$ cat src/rtl/soa_pkg.sv
// ----------------------------------------------------------------------------
// soa_pkg
// Shared constants, types and the controller/datapath command interface.
// ----------------------------------------------------------------------------
package soa_pkg;

  localparam int NumSlabs   = 16;
  localparam int MaxObjects = 64;
  localparam int SlabW      = $clog2(NumSlabs);
  localparam int ObjW       = $clog2(MaxObjects);
  localparam int SLinkW     = SlabW + 1;
  localparam int OLinkW     = ObjW + 1;
  localparam int CntW       = 7;
  localparam int LimW       = 5;
  localparam int ObjAddrW   = SlabW + ObjW;

  localparam logic [SLinkW-1:0] SNil = SLinkW'(NumSlabs);
  localparam logic [OLinkW-1:0] ONil = OLinkW'(MaxObjects);

  localparam logic [CntW-1:0] CountReset = 7'd8;
  localparam logic [LimW-1:0] LimitReset = 5'd16;

  localparam logic CfgIdxW = 1'b0;

  typedef enum logic [1:0] {
    TagUnused  = 2'd0,
    TagEmpty   = 2'd1,
    TagPartial = 2'd2,
    TagFull    = 2'd3
  } tag_e;

  typedef enum logic [1:0] {
    StatOk      = 2'd0,
    StatNoSlab  = 2'd1,
    StatBadFree = 2'd2
  } status_e;

  localparam logic CmdAlloc = 1'b0;
  localparam logic CmdFree  = 1'b1;

  typedef enum logic [3:0] {
    StIdle,
    StDecide,
    StGrow,
    StRead,
    StApply,
    StOut
  } state_e;

  // Controller to datapath.
  typedef struct packed {
    logic latch_in;   // capture the input item
    logic decide;     // pick slab, check free, issue object read
    logic grow_init;  // start a grow sweep
    logic grow_step;  // write one object entry of the new slab
    logic grow_done;  // push the new slab on the empty list
    logic apply;      // update slab state and lists
    logic out_load;   // load the result register
  } ctl_t;

  // Datapath to controller.
  typedef struct packed {
    logic is_free;
    logic need_grow;
    logic no_slab;
    logic grow_last;
  } sts_t;

endpackage

$ cat src/rtl/soa_ctrl.sv
// ----------------------------------------------------------------------------
// soa_ctrl
// Sequencer for one allocate or free: decide, optional grow and read-back, apply, output.
// ----------------------------------------------------------------------------
module soa_ctrl (
  input  logic          clk_i,
  input  logic          rst_ni,
  input  logic          in_valid_i,
  output logic          in_ready_o,
  output logic          out_valid_o,
  input  logic          out_ready_i,
  output logic          cfg_ready_o,
  output soa_pkg::ctl_t ctl_o,
  input  soa_pkg::sts_t sts_i
);

  soa_pkg::state_e state_q, state_d;
  logic            valid_q, valid_d;
  logic            load_ok;

  // The result register is free when empty or being taken this cycle.
  assign load_ok = !valid_q || out_ready_i;

  always_comb begin
    state_d = state_q;
    unique case (state_q)
      soa_pkg::StIdle: begin
        if (in_valid_i) begin
          state_d = soa_pkg::StDecide;
        end
      end
      soa_pkg::StDecide: begin
        if (sts_i.is_free) begin
          state_d = soa_pkg::StApply;
        end else if (sts_i.no_slab) begin
          state_d = soa_pkg::StOut;
        end else if (sts_i.need_grow) begin
          state_d = soa_pkg::StGrow;
        end else begin
          state_d = soa_pkg::StApply;
        end
      end
      soa_pkg::StGrow: begin
        if (sts_i.grow_last) begin
          state_d = soa_pkg::StRead;
        end
      end
      soa_pkg::StRead:  state_d = soa_pkg::StApply;
      soa_pkg::StApply: state_d = soa_pkg::StOut;
      soa_pkg::StOut: begin
        if (load_ok) begin
          state_d = soa_pkg::StIdle;
        end
      end
      default:          state_d = soa_pkg::StIdle;
    endcase
  end

  always_comb begin
    ctl_o      = '0;
    in_ready_o = (state_q == soa_pkg::StIdle);
    valid_d    = valid_q;
    if (out_ready_i) begin
      valid_d = 1'b0;
    end
    unique case (state_q)
      soa_pkg::StIdle:   ctl_o.latch_in = in_valid_i;
      soa_pkg::StDecide: begin
        ctl_o.decide    = 1'b1;
        ctl_o.grow_init = 1'b1;
      end
      soa_pkg::StGrow: begin
        ctl_o.grow_step = 1'b1;
        ctl_o.grow_done = sts_i.grow_last;
      end
      soa_pkg::StRead:   ;
      soa_pkg::StApply: begin
        ctl_o.apply    = 1'b1;
      end
      soa_pkg::StOut: begin
        // Hold the finished item until the result register frees up.
        if (load_ok) begin
          ctl_o.out_load = 1'b1;
          valid_d        = 1'b1;
        end
      end
      default: ;
    endcase
  end

  assign out_valid_o = valid_q;
  assign cfg_ready_o = (state_q == soa_pkg::StIdle);

  always_ff @(posedge clk_i or negedge rst_ni) begin
    if (!rst_ni) begin
      state_q <= soa_pkg::StIdle;
      valid_q <= 1'b0;
    end else begin
      state_q <= state_d;
      valid_q <= valid_d;
    end
  end

endmodule

$ cat config.mk
export PLATFORM = sky130hd
export DESIGN_NAME = soa_ctrl
export DESIGN_NICKNAME = d
export VERILOG_FILES = /design/src/rtl/soa_pkg.sv /design/src/rtl/soa_ctrl.sv
export SDC_FILE = /design/constraint.sdc
export NUM_CORES = 1
export LEC_CHECK = 0
export ABC_AREA = 1
export BUFFER_PORTS_ARGS = -buffer_cell sky130_fd_sc_hd__buf_2
export CORE_AREA = 2 2 39 41
export CTS_CLUSTER_SIZE = 20
export DETAILED_ROUTE_END_ITERATION = 6
export DIE_AREA = 0 0 41 43
export PLACE_DENSITY = 0.49
export SYNTH_ARGS = -nofsm -noshare
export SYNTH_HDL_FRONTEND = slang
export SYNTH_SLANG_ARGS = --single-unit
$ cat constraint.sdc
create_clock -name clk_i -period 1.2 [get_ports clk_i]
set_clock_uncertainty 0.2 [all_clocks]
set_input_delay 0.24 -clock clk_i [delete_from_list [all_inputs] [get_ports clk_i]]
set_output_delay 0.24 -clock clk_i [all_outputs]
set_load 0.005 [all_outputs]
[After elaboration in Yosys (flattened, before gate mapping)]
Cells that the tools add are included.
Storage, ports and cells
  bits in registers: 5
  bits of input ports: 8
  output and inout port bits: 10
  word-level logic and storage cells: 30
Operators by class
  equal/unequal tests: 8
  multiplexer cells: 16
  reductions and logical operators: 4
Operator list (number)
  $pmux W4 S6: 1
  $mux W4: 3
  $mux W3: 3
  $eq A4 B2 Y1 const B: 2
  $eq A4 B3 Y1 const B: 2
  $mux W1: 7
  $ne A2 B2 Y1 const B: 3
  $eq A4 B1 Y1 const B: 1
  $logic_not A4 Y1: 1
  $mux W2: 2
  $reduce_and A3 Y1: 1
  $logic_not A1 Y1: 1
  $logic_or A1 B1 Y1: 1

[Depth between registers and ports, before layout]
  depth in word-level cells: 4
  gate-level depth with buffers: 6

[Worst setup path before layout]
Ideal clock, no wire load.
  path kind: register to output
  from: reg state_q[0]
  to: out in_ready_o
  arrival time: 938 ps
  data required time: 760 ps
  path slack: -178 ps
  stages on the path, launching flop included: 5
  path buffers: 1
  path through: dfrtp_1 > nor2_1 > inv_2 > nor2_1 > buf_4
Between the ends
  cells in the longest elaborated chain, start to end: 1
RTL lines
  start: declaration: RTL line soa_ctrl.sv:17  | soa_pkg::state_e state_q, state_d;
  start signal: assignment: RTL line soa_ctrl.sv:96  | state_q <= soa_pkg::StIdle;
  start signal: assignment: RTL line soa_ctrl.sv:99  | state_q <= state_d;
  $logic_not A4 Y1
  end: declaration: RTL line soa_ctrl.sv:9  | output logic in_ready_o,
Every way passes these cells.

==> results_dict.tcl <==
set metrics [dict create \
    die_x_um 41 \
    critPathRequiredTime_ns 0.76 \
    row_count 14 \
    criticalPathCategory "register to output pin" \
    max_cap_violations 0 \
    root_buffer "clkbuf_4" \
    setup_viol 12 \
    die_h_um 43 \
    crit_chain "buf_6 > nor2_4 > inv_2 > nor2_1 > buf_2" \
    clkLatencyLatePin_ns 0.23 \
    power.density_nw_per_um2 2315 \
    nNetsFinal 89 \
    worstPathMaxFanout 4 \
    switchingPower_uw 595.5 \
    r2r_slack_ns -0.18 \
    path_delay_family "flip-flops" \
    wl_per_cell_um 8.521 \
    yosysWarnings 0 \
    seqPwrFrac_pct 20.4 \
    holdCritStartpoint "out_ready_i" \
    start_util_pct 22.78 \
    setup.worst_path.start_class "register" \
    r2r_cells 6 \
    ios 18 \
    syn-num-nets 56 \
    portBuffers 17 \
    synth-seq-area-share_pct 31.75 \
    syn-instance-count 48 \
    slew_violations 0 \
    crit_slowest_cell "dfrtp_2" \
    place_congestion 0.7009 \
    clock_sinks 4 \
    min_period_ns 1.574 \
    coreArea_um2 1384 \
    slew_headroom_pct 80.33 \
    power_mw 1.422 \
    firstDrtPassIters 1 \
    p_sw_share_pct 41.87 \
    postRouteAntennaNets 0 \
    endpoint_kind "output pin" \
    dp_hpwl_um 620.1 \
    clk_pin_slew_worst_paths_ns 0.04 \
    grt_usage_pct 10.60 \
    grt_pass1_wl_um 1200 \
    drc 0 \
    max_slew.worst_pin.slew_ns 0.2939 \
    peakVddDrop_mv 0.8525 \
    cp.arrival_ns 1.13 \
    rsz0062_at_grt "yes" \
    vias 389 \
    path_buf_inv 3 \
    p_leak_nw 0.3541 \
    syn_area_um2 315.3 \
    cts_tree "yes" \
    antenna_found_initial 0 \
    grt_max_degree 6 \
    status "finished, violations left" \
    antenna_cells 0 \
    cts_buffers 3 \
    finalCritPeriodShare_pct 131.1 \
    wl_um 818 \
    hold_end "out_valid_o" \
    overflow 0 \
    avgSynthCellArea_um2 6.569 \
    combPwrFrac_pct 66.8 \
    max_freq_ghz 0.6355 \
    viasPerCell 4.052 \
    ys_ff_latch 4 \
    area_growth_pct 94.84 \
    drt-initial-drc-count 0 \
    setup_slack_ns -0.3735 \
    hold_viol_final 0 \
    dp_slack_ns -0.1643 \
    die-area_um2 1763 \
    grt_pass1_vias 321 \
    hold_depth 4 \
    clock_path_buffers 2 \
    failed_checks "negative setup slack" \
    drive_above_1_share_pct 67.50 \
    slowest_delay_ns 0.44 \
    worstHoldPathType "input port to register" \
    htree_levels 1 \
    p_int_uw 826.8 \
    rr_endpoint "state_q[1]" \
    synth_cell_type_count 16 \
    pwr-share-clk_pct 12.8 \
    regToRegStartpoint "state_q[2]" \
]
-- timing repair --
item / in CTS / in global routing
cloned: 0 / 0
gates resized for setup: 7 / 12
hold buffers: 1 / 0
setup endpoints to repair: 12 / 12
pin swaps: 4 / 7
hold endpoints to repair: 4 / 0
setup buffers: 1 / 2
-- flip-flops by register name (all words and copies together) (netlist names) --
name / flops
out_valid_o: 1
state_q: 3
-- logic make-up (layout without fill, tap and decap cells) --
kind of cell,count (synthesis),after routing,synth area share [%]
buf+inv,16,48,21.43
simple gates,26,26,41.66
compound gates,2,2,5.157
flops,4,4,31.75
-- how the worst max path moves through the flow --
stage	from	to	slack, ns	depth (start not counted)
finish	state_q[1]	ctl_o[0]	-0.37	5
CTS	state_q[0]	ctl_o[6]	-0.40	4
global route	state_q[0]	ctl_o[2]	-0.45	4
detailed placement	state_q[0]	ctl_o[6]	-0.16	4
global placement	state_q[0]	ctl_o[6]	-0.15	4
floorplan	state_q[1]	in_ready_o	-0.09	4
-- power by group through the flow --
stage,registers (mW),clock network (mW),logic [mW]
global route,0.304,0.202,1.05
CTS,0.267,0.195,0.813
global placement,0.261,0,0.746
finish,0.290,0.182,0.949
floorplan,0.277,0,0.413
detailed placement,0.260,0,0.746
-- per-layer routing --
layer / share of wire (%) / GRT usage (%) / up-vias
met5: 0 / 0 / -
met4: 0 / 10.00 / 0
met3: 5.3 / 1.571 / 0
met2: 54 / 15.94 / 10
met1: 41 / 11.76 / 171
li1: - / - / 208
-- tightest hold or removal path: stages --
cell and delay (ns):
buf_2 0.07, nor2_1 0.07, inv_1 0.06, nand2_1 0.05
-- area by class of cell --
type | count | area (µm²)
fill | 147 | 769.5
multi-input combinational | 28 | 212.7
timing repair buffer | 30 | 196.4
sequential | 4 | 103.9
inverter | 14 | 55.05
clock buffer | 4 | 26.28
tap | 16 | 20.02
-- metrics by stage --
stage,hold slack [ns],util [%],TNS (ns),instances,instance area [µm²]
floorplan,-0.2556,-,-0.3232,48,330.3
global placement,-0.1497,34.99,-1.163,88,484.2
detailed placement,-0.1511,34.99,-1.212,88,484.2
CTS,0.09034,40.05,-3.642,94,554.3
global route,0.1247,44.39,-4.214,96,614.3
finish,0.09899,44.39,-3.366,96,614.3
-- cell usage after synthesis (all sizes together) --
library cell,count,share of area [%]
dfrtp,4,32
nand3b,1,2.4
nor2,8,11
buf,2,4.8
nand2,9,12
nand3,4,7.9
inv,14,17
nand4,2,4.0
nor3,2,4.8
o21ai,1,1.6
o21bai,1,3.6
-- placed cells by master (no fill, tap or decap) --
| cell | synthesis | routed |
|---|---|---|
| nor3_2 | 1 | 1 |
| buf_4 | 2 | 9 |
| nand2_4 | 0 | 1 |
| o21bai_4 | 0 | 1 |
| nor2_4 | 0 | 4 |
| clkbuf_1 | 0 | 1 |
| inv_1 | 9 | 7 |
| buf_2 | 0 | 17 |
| nand4_1 | 2 | 2 |
| inv_2 | 5 | 6 |
| dfrtp_2 | 0 | 3 |
| dfrtp_1 | 4 | 1 |
| dlygate4sd3_1 | 0 | 1 |
| nand3_4 | 0 | 1 |
| nand3b_1 | 1 | 1 |
| clkbuf_4 | 0 | 3 |
| nand2_1 | 8 | 6 |
| nor2_1 | 6 | 4 |
| nand3_1 | 3 | 3 |
| o21ai_2 | 0 | 1 |
| buf_6 | 0 | 3 |
| nand2_2 | 1 | 2 |
| inv_4 | 0 | 1 |
| nor3_4 | 0 | 1 |
No activity file was read; power rests on OpenSTA's default activity.
